### config.mk
export PLATFORM = sky130hd
export DESIGN_NAME = lph_ctrl
export DESIGN_NICKNAME = d
export VERILOG_FILES = /design/src/sv/lph_pkg.sv /design/src/sv/lph_ctrl.sv
export SDC_FILE = /design/constraint.sdc
export NUM_CORES = 1
export LEC_CHECK = 0
export BUFFER_PORTS_ARGS = -buffer_cell sky130_fd_sc_hd__buf_2
export CAP_MARGIN = 10
export CORE_AREA = 2 2 39 41
export CTS_CLUSTER_DIAMETER = 80
export CTS_CLUSTER_SIZE = 20
export DETAILED_ROUTE_END_ITERATION = 12
export DIE_AREA = 0 0 41 43
export MAX_ROUTING_LAYER = met4
export PLACE_DENSITY = 0.37
export SKIP_LAST_GASP = 1
export SYNTH_ARGS = -nofsm -noshare
export SYNTH_HDL_FRONTEND = slang
export SYNTH_SLANG_ARGS = --single-unit
### constraint.sdc
create_clock -name clk -period 2.45 [get_ports clk]
set_input_delay 0.49 -clock clk [delete_from_list [all_inputs] [get_ports clk]]
set_output_delay 0.49 -clock clk [all_outputs]
set_load 0.05 [all_outputs]
### src/sv/lph_pkg.sv
// shared constants and controller/datapath interface types for the length-position histogram
package lph_pkg;

	localparam int unsigned MAX_LEN_DEF = 100;
	localparam int unsigned MAX_POS_DEF = 4096;

	localparam int unsigned SEQ_W   = 8;
	localparam int unsigned POS_W_F = 13;
	localparam int unsigned BLEN_W  = 7;
	localparam int unsigned CNT_W   = 32;
	localparam int unsigned TL_W    = 13;
	// wide enough for any position limit, up to 65536
	localparam int unsigned CMP_W   = 17;

	localparam logic [TL_W-1:0] TL_RESET = 13'd4096;

	localparam logic REQ_RECORD  = 1'b0;
	localparam logic REQ_READOUT = 1'b1;

	typedef struct packed {
		logic clear_en;
		logic accept;
		logic update;
	} ctl_cmd_t;

	typedef struct packed {
		logic clear_last;
	} ctl_sts_t;

endpackage

### src/sv/lph_ctrl.sv
// controller state machine: clearing sweep, request accept, update step
module lph_ctrl (
	input  logic              clk,
	input  logic              arst_n,
	input  logic              start,
	input  lph_pkg::ctl_sts_t sts,
	output lph_pkg::ctl_cmd_t cmd,
	output logic              busy
);
	import lph_pkg::*;

	typedef enum logic [2:0] {
		ST_CLEAR  = 3'b001,
		ST_IDLE   = 3'b010,
		ST_UPDATE = 3'b100
	} state_t;

	state_t state_q;
	state_t state_d;

	always_comb begin
		state_d = state_q;
		unique case (state_q)
			ST_CLEAR: begin
				if (sts.clear_last) begin
					state_d = ST_IDLE;
				end
			end
			ST_IDLE: begin
				if (start) begin
					state_d = ST_UPDATE;
				end
			end
			ST_UPDATE: begin
				state_d = ST_IDLE;
			end
			default: begin
				state_d = ST_CLEAR;
			end
		endcase
	end

	always_ff @(posedge clk or negedge arst_n) begin
		if (!arst_n) begin
			state_q <= ST_CLEAR;
		end else begin
			state_q <= state_d;
		end
	end

	assign cmd.clear_en = (state_q == ST_CLEAR);
	assign cmd.accept   = (state_q == ST_IDLE) && start;
	assign cmd.update   = (state_q == ST_UPDATE);
	assign busy         = (state_q != ST_IDLE);

	a_update_after_accept: assert property (@(posedge clk) disable iff (!arst_n)
		cmd.update |-> $past(cmd.accept))
		else $error("update step without a preceding accept");

	a_busy_after_accept: assert property (@(posedge clk) disable iff (!arst_n)
		cmd.accept |=> busy && !cmd.accept)
		else $error("request accepted while previous one still in work");

endmodule

Yosys cells after proc, flatten, opt, wreduce, memory -nomap -nowiden
Index checks and enable logic that the tools add are counted.

Bits in registers: 3. Input bits: 4.

Multiplexer cells: 3. Equal/unequal tests: 6. Reduce and logical (&&, ||, !) cells: 2.

Operator list (count): $pmux W3 S3 (1); $mux W3 (2); $ne A2 B2 Y1 const B (2); $eq A3 B1 Y1 const B (1); $eq A3 B2 Y1 const B (1); $eq A3 B3 Y1 const B (1); $ne A3 B2 Y1 const B (1); $reduce_and A2 Y1 (1); $logic_and A1 B1 Y1 (1).

Depth between registers and ports, before layout
Gate-level depths: netlist of run 1.

Depth in word-level cells: 3. Mapped depth: 2. Mapped depth without buffers: 2.

Least setup slack after synthesis of run 1
No wires, ideal clock.

Path type: reg-to-output. Start: register state_q[0]. End: output cmd[2] (netlist name). Data arrival time: 1675 ps. Buffers on the path: 0. Stages on the path, launching flop included: 3. Data required time: 1960 ps. Setup slack: 285 ps. Cells stage by stage: dfstp_2 > inv_1 > nor3_1.

RTL lines: start: declaration (RTL line lph_ctrl.sv:18) `state_t state_q;`; start signal: assignment (RTL line lph_ctrl.sv:47) `state_q <= state_d;`; end: declaration (RTL line lph_ctrl.sv:7) `output lph_pkg::ctl_cmd_t cmd,`.

==> results.yml, run 1 <==
status:
  status: "complete, no violations"
critical_path:
  crit_arrival_ns: 1.40
  required_ns: 1.96
  end_kind: "primary output"
  worstRegToRegCells: 2
  crit-reg2reg-launch: "state_q[0]"
  crit_start: "state_q[2]"
  worstSetupPathType: "reg -> out"
  path_max_fanout: 6
  worstSetupStartpointType: "flip-flop"
drt:
  first_iter_violations: 2
  routedWlPerCell_um: 7.93
  wirelength_um: 333
  drtPass1Iterations: 2
  drc: 0
  routed_via_density: 3.40
  vias: 143
  ant_nets: 0
cells_and_area:
  ff_latch_area_um2: 76.3
  post_route_cells_drive_above_1_share: 0.462
  num-nets-final: 31
  area_delta_synth_final_pct: 52.8
  diodes: 0
  fillers: 154
  multi_input_area_um2: 70.1
  reg.largest.list: "state_q (3)"
  final_cell_area_um2: 235
  regMostFlops: "state_q"
  largest_reg_flops: 3
floorplanning:
  die_w_um: 41
  dieArea_um2: 1760
  fp.coreArea_um2: 1380
  rows: 14
  die-height_um: 43
  initial_core_util: 0.111
  ioPinCount: 8
global_routing:
  grt_pass1_vias: 131
  grt_max_degree: 7
  grt_pass1_wl_um: 510
  antenna_found_initial: 0
  grtUsageTotal: 0.0505
  gr-total-overflow: 0
power:
  netSwitchingFraction: 0.450
  p_leak_nw: 0.122
  combPwrFrac: 0.448
  switching_power_mw: 0.149
  vdd_drop_max_mv: 0.420
  totalPowerFinal_mw: 0.332
  seqPwrFrac: 0.295
  internal-power_mw: 0.182
  pwr-share-clk: 0.256
  p_per_area_nw_per_um2: 1410
sta:
  maxSlewHeadroom: 0.785
  finalClockSkew_ns: 0.00132
  tightestPinTransition_ns: 0.318
  slew_viol_final: 0
  rsz0062_at_grt: "false"
  finalHoldViolations: 0
  finalSetupViolations: 0
  fin_crit_ns: 1.89
  min_period_over_period: 0.773
  timing.setup.tns_ns: 0
  timing.fmax_mhz: 528
logic_synthesis:
  ys_warn_count: 0
  ys_ff_latch: 3
  netlist.area_leader.share: 0.325
  yosys-top-cells-area: "dfrtp_1, dfstp_2, or3b_4, nor4bb_1, nor4b_1"
  syn_inst: 15
  syn-num-nets: 19
  syn_area_per_cell_um2: 10.3
  synth_seq_area_share: 0.496
  yosys.area.top_type: "dfrtp_1"
  netlist_area_um2: 154
  yosysUniqueCellTypes: 12
place:
  portBuffers: 7
  place_congestion: 0.573
  place_area_um2: 209
cts:
  cts_resized: 0
  ctsHoldBuffers: 0
  path_clk_slew_ns: 0.04
  cts_sinks: 3
  insertion_delay_ns: 0.23
  h-tree-depth: 1
  cts-root-buf: "clkbuf_4"
  clock_path_buffers: 2
  cts_made_buffers: 3
  cts_tree: "yes"
  post_cts_buffers: 0
flow_run:
  drv_cap: 0
min_path:
  hold_class: "in -> async"
## cells in the final DEF (no fill, tap or decap), drive strengths merged
master	netlist	layout
nor4bb	1	1
buf	0	7
clkbuf	0	4
nor3	1	1
dfstp	1	1
or3b	1	1
a21oi	1	1
xor2	1	1
dfrtp	2	2
or3	1	1
nor2	2	2
inv	2	2
nor4b	1	1
nor3b	1	1
## cells in the mapped netlist
cell,n
or3b_4,1
inv_1,2
nor4b_1,1
dfstp_2,1
nor4bb_1,1
xor2_1,1
or3_1,1
a21oi_1,1
nor3b_1,1
nor3_1,1
dfrtp_1,2
nor2_1,2
## power by group through the flow
| stage | Sequential [mW] | Combinational, mW | Clock (mW) |
|---|---|---|---|
| floorplan | 0.0932 | 0.122 | 0 |
| global placement | 0.0957 | 0.148 | 0 |
| detailed placement | 0.0986 | 0.150 | 0 |
| CTS | 0.0977 | 0.151 | 0.0899 |
| global route | 0.101 | 0.157 | 0.0941 |
| finish | 0.0980 | 0.149 | 0.0851 |
## final cells by class
| class | instances | share of cell area |
|---|---|---|
| clock buffers | 4 | 0.112 |
| inverters | 2 | 0.0319 |
| multi-input cells | 10 | 0.298 |
| flip-flops and latches | 3 | 0.324 |
| well taps | 16 | 0.0851 |
| repair buffers | 7 | 0.149 |
## cell families after synthesis
group | synth area share
and+or+nand+nor | 0.366
buffers and inverters | 0.0488
AOI/OAI and AO/OA | 0.0325
xor gates and xnor gates | 0.0569
DFF | 0.496
## through the flow
stage / hold WS [ns] / util / std cells / setup slack [ns]
after floorplan: 0.194 / - / 15 / 0.285
final: 0.0474 / 0.170 / 42 / 0.556
after detailed placement: 0.289 / 0.151 / 38 / 0.801
after CTS: 0.0413 / 0.170 / 42 / 0.550
after global routing: 0.0409 / 0.170 / 42 / 0.513
after global placement: 0.285 / 0.151 / 38 / 0.813
## final timing paths
kind	slack, ns	end
min	0.05	state_q[2]
max	0.56	cmd[1]
max reg2reg	1.33	state_q[1]
min in group clk	0.52	state_q[0]
min reg2reg	0.52	state_q[0]
max in group asynchronous	2.21	state_q[0]
## per-layer routing
metal,vias up,GRT usage,part of all wire
met5,-,-,0
met4,0,0.0400,0
met3,0,0.0471,0.17
met2,8,0.0438,0.28
met1,61,0.0647,0.54
li1,74,-,-
## worst max-delay path: stages, from the launching register on
cell and delay, ns:
dfrtp_1 0.42, or3b_4 0.40, nor2_1 0.09, buf_2 0.26
No activity file was read; power rests on OpenSTA's default activity.
==> inputs of run 2 (changes only) <==
Settings changed: ABC_AREA from default to 1, PLACE_DENSITY 0.37 to 0.38.
Clock period 2.45 ns to 1.8 ns, I/O delays scaled along.
==> results.yml, run 2 <==
cts:
  cts_resized: 0
  clock_path_buffers: 2
  insertion_delay_ns: 0.23
  cts-root-buf: "clkbuf_4"
  cts_made_buffers: 3
  post_cts_buffers: 0
  path_clk_slew_ns: 0.04
  h-tree-depth: 1
  cts_sinks: 3
  cts_tree: "yes"
  ctsHoldBuffers: 1
cells_and_area:
  final_cell_area_um2: 263
  multi_input_area_um2: 72.6
  largest_reg_flops: 3
  layout_common_cells: "buf_2, inv_1, nand2_1"
  final_cells: 52
  fillers: 159
  regMostFlops: "state_q"
  num-nets-final: 41
  final_common_cell: "buf_2"
  diodes: 0
  area_delta_synth_final_pct: 60.3
  post_route_cells_drive_above_1_share: 0.389
  ff_latch_area_um2: 76.3
  reg.largest.list: "state_q (3)"
floorplanning:
  die_w_um: 41
  fp.coreArea_um2: 1380
  dieArea_um2: 1760
  ioPinCount: 8
  initial_core_util: 0.118
  rows: 14
  die-height_um: 43
critical_path:
  path_buf_inv: 2
  worstSetupPathType: "reg -> out"
  critPathSlowestCell: "dfstp_2"
  max_stage_delay_ns: 0.56
  crit_arrival_ns: 1.27
  worstSetupStartpointType: "flip-flop"
  crit_start: "state_q[0]"
  crit_cells: 3
  path_max_fanout: 5
  end_kind: "primary output"
  critical_path.cell_chain: "inv_1, nand2_1, buf_2"
  crit_family: "flip-flops"
  crit-reg2reg-launch: "state_q[0]"
  worstRegToRegCells: 3
  required_ns: 1.44
power:
  vdd_drop_max_mv: 0.762
  p_per_area_nw_per_um2: 1970
  p_leak_nw: 0.147
  totalPowerFinal_mw: 0.516
logic_synthesis:
  synthArstFlopShare: 1.00
  syn_inst: 24
  ys_ff_latch: 3
  syn_area_per_cell_um2: 6.83
  synth_edf_count: 0
  syn-num-nets: 28
  ys.flop_type: "dfrtp_1"
  netlist_area_um2: 164
  netlist.area_leader.share: 0.305
  yosys.area.top_type: "dfrtp_1"
  ys_warn_count: 0
  yosysUniqueCellTypes: 10
  synth_seq_area_share: 0.466
  yosys-top-cells-area: "dfrtp_1, dfstp_2, inv_1, nand2_1, nor2_1"
  ys_top_cells_by_count: "inv_1, nand2_1, nor2_1"
global_routing:
  gr-total-overflow: 0
  grt_pass1_vias: 156
  grt_max_degree: 6
  grtUsageTotal: 0.0485
  grt_pass1_wl_um: 524
  antenna_found_initial: 0
place:
  portBuffers: 7
  hpwlAfterDp_um: 289
  place_congestion: 0.704
  dp.cells: 47
  place_area_um2: 226
drt:
  drtPass1Iterations: 1
  drc: 0
  vias: 177
  routedWlPerCell_um: 7.19
  first_iter_violations: 0
  routed_via_density: 3.40
  ant_nets: 0
  wirelength_um: 374
sta:
  finalClockSkew_ns: 0.00201
  fin_crit_ns: 1.63
  finalSetupViolations: 0
  finalHoldViolations: 0
  min_period_over_period: 0.903
  tightestPinTransition_ns: 0.248
  rsz0062_at_grt: "false"
  timing.setup.tns_ns: 0
  slew_viol_final: 0
  maxSlewHeadroom: 0.836
  timing.fmax_mhz: 615
min_path:
  hold_depth: 4
  min-delay-start: "sts"
  hold_class: "in -> reg"
status:
  status: "complete, no violations"
flow_run:
  drv_cap: 0
run 2: cell types whose count changed in the layout (fill, tap and decap cells not counted), sizes merged, moves of 2 or more:
cell   before  now
nor2        2    4
nand2       0    6
nand3       0    2
inv         2    6
run 2: logic make-up after synthesis:
| group | count (synthesis) | synth area share |
|---|---|---|
| buffers and inverters | 6 | 0.137 |
| DFF | 3 | 0.466 |
| and+or+nand+nor | 13 | 0.336 |
| AOI/OAI and AO/OA | 2 | 0.0610 |
run 2: worst register-to-register path: stages (launching register included):
cell     delay, ns
dfstp_2       0.56
nand3_1       0.11
nor2_1        0.15
a21oi_1       0.06
run 2: through the flow:
stage	setup WS, ns	hold WS [ns]	utilization
6_report	0.174	0.356	0.190
5_1_grt	0.102	0.388	0.190
4_1_cts	0.165	0.367	0.190
3_5_place_dp	0.414	0.161	0.164
3_3_place_gp	0.416	0.159	0.164
2_1_floorplan	0.0362	0.0644	-
run 2: per-layer routing:
layer | wire (um) | part of all wire | vias up | track usage
li1 | - | - | 97 | -
met4 | 0 | 0 | 0 | 0
met3 | 37 | 0.099 | 0 | 0.0628
met5 | 0 | 0 | - | -
met1 | 188 | 0.50 | 73 | 0.0485
met2 | 147 | 0.39 | 7 | 0.0625
run 2: worst paths after layout:
path                               to  slack [ns]
setup / recovery                 busy        0.17
hold / removal             state_q[0]        0.36
setup reg to reg           state_q[1]        0.81
hold reg to reg            state_q[1]        0.59
max in group asynchronous  state_q[0]        1.15
min in group asynchronous  state_q[1]        0.45
run 2: cell type report:
type	count	share of cell area
Timing Repair Buffer	8	0.171
Tap cell	16	0.0762
Clock buffer	4	0.100
Sequential cell	3	0.290
Inverter	6	0.0857
Multi-Input combinational cell	15	0.276
run 2: power by group:
part	total, mW	internal (mW)	switching (mW)
registers	0.133	0.105	0.0286
clock network	0.117	0.0830	0.0341
logic	0.266	0.0666	0.199
==> inputs of run 3 (changes only) <==
Settings changed: RECOVER_POWER from default to 25.
==> results.yml, run 3 (synthesis results as in run 2) <==
cells_and_area:
  post_route_cells_drive_above_1_share: 0.361
  final_cells: 52
  regMostFlops: "state_q"
  final_util: 0.189
  fillers: 159
  num-nets-final: 41
  area_delta_synth_final_pct: 59.5
  layout_common_cells: "inv_1, nand2_1, buf_2"
  reg.largest.list: "state_q (3)"
  diodes: 0
  largest_reg_flops: 3
sta:
  tightestPinTransition_ns: 0.248
  finalSetupViolations: 0
  rsz0062_at_grt: "false"
  whs_ns: 0.356
  slew_viol_final: 0
  timing.fmax_mhz: 615
  timing.setup.tns_ns: 0
  finalClockSkew_ns: 0.00240
  fin_crit_ns: 1.62
  maxSlewHeadroom: 0.836
  min_period_over_period: 0.903
  finalHoldViolations: 0
drt:
  ant_nets: 0
  drtPass1Iterations: 1
  drc: 0
  routedWlPerCell_um: 7.21
  vias: 178
  first_iter_violations: 0
  wirelength_um: 375
  routed_via_density: 3.42
critical_path:
  worstSetupPathType: "reg -> out"
  crit_arrival_ns: 1.26
  r2r-end: "state_q[1]"
  crit-reg2reg-launch: "state_q[0]"
  max_stage_delay_ns: 0.56
  path_buf_inv: 2
  path_max_fanout: 5
  required_ns: 1.44
  worstSetupStartpointType: "flip-flop"
  critical_path.cell_chain: "inv_1, nand2_1, buf_2"
  crit_family: "flip-flops"
  end_kind: "primary output"
  r2r_slack_ns: 0.81
  worstRegToRegCells: 3
  critPathSlowestCell: "dfstp_2"
cts:
  cts_tree: "yes"
  cts-root-buf: "clkbuf_4"
  h-tree-depth: 1
  clock_path_buffers: 2
  insertion_delay_ns: 0.23
  cts_sinks: 3
  cts_made_buffers: 3
  path_clk_slew_ns: 0.04
global_routing:
  gr-total-overflow: 0
  antenna_found_initial: 0
  grt_max_degree: 6
  grt_pass1_vias: 156
  grt_pass1_wl_um: 524
  grtUsageTotal: 0.0485
floorplanning:
  die-height_um: 43
  die_w_um: 41
  initial_core_util: 0.118
  rows: 14
  ioPinCount: 8
  fp.coreArea_um2: 1380
  dieArea_um2: 1760
place:
  portBuffers: 7
  dp.cells: 47
  place_congestion: 0.704
  hpwlAfterDp_um: 289
min_path:
  worstHoldEndpoint: "state_q[0]"
  hold_depth: 4
  min-delay-start: "sts"
  hold_class: "in -> reg"
status:
  status: "complete, no violations"
flow_run:
  drv_cap: 0
power:
  p_per_area_nw_per_um2: 1970
  vdd_drop_max_mv: 0.762
  p_leak_nw: 0.145
==> run 3: changes by cell type in the layout (fill, tap and decap cells not counted), sizes merged <==
cell	delta
buf	-1
clkbuf	+1
==> run 3: per-stage QoR <==
step	cell area, um^2	total power [mW]	setup slack, ns
floorplan	171	0.343	0.0362
global placement	226	0.399	0.416
detailed placement	226	0.401	0.414
CTS	263	0.524	0.165
global route	262	0.550	0.102
finish	262	0.516	0.175
==> run 3: routing by layer <==
metal,part of all wire,GRT usage,vias up
li1,-,-,97
met1,0.49,0.0485,74
met2,0.41,0.0625,7
met3,0.099,0.0628,0
met4,0,0,0
met5,0,-,-
==> run 3: report_power, final <==
group	switching, mW	leakage (nW)	internal, mW
sequential	0.0284	0.0366	0.105
combinational	0.199	0.0931	0.0662
clock	0.0344	0.0150	0.0830
total	0.262	0.145	0.254
==> run 3: area by class of cell <==
| cell class | instances | area [um^2] | share of cell area |
|---|---|---|---|
| well taps | 16 | 20.0 | 0.0766 |
| flip-flops and latches | 3 | 76.3 | 0.292 |
| repair buffers | 8 | 43.8 | 0.167 |
| clock buffers | 4 | 26.3 | 0.100 |
| multi-input cells | 15 | 72.6 | 0.278 |
| inverters | 6 | 22.5 | 0.0861 |
==> run 3: how the worst max path moves through the flow <==
stage               startpoint     end  slack [ns]  cells after the start
global placement    state_q[0]    busy        0.42                      3
CTS                 state_q[0]    busy        0.16                      3
finish              state_q[0]    busy        0.18                      3
global route        state_q[0]    busy        0.10                      3
floorplan           state_q[1]  cmd[1]        0.04                      4
detailed placement  state_q[0]    busy        0.41                      3
==> run 3: worst min-delay path: stages <==
cell     delay (ns)
buf_2          0.08
nor2_1         0.05
inv_1          0.05
nand2_1        0.05
==> run 3: timing repair <==
item,4_1_cts,5_1_grt
endpoints found under the hold margin,2,0
buffers inserted,0,0
hold buffers,1,0
resized for setup,0,0
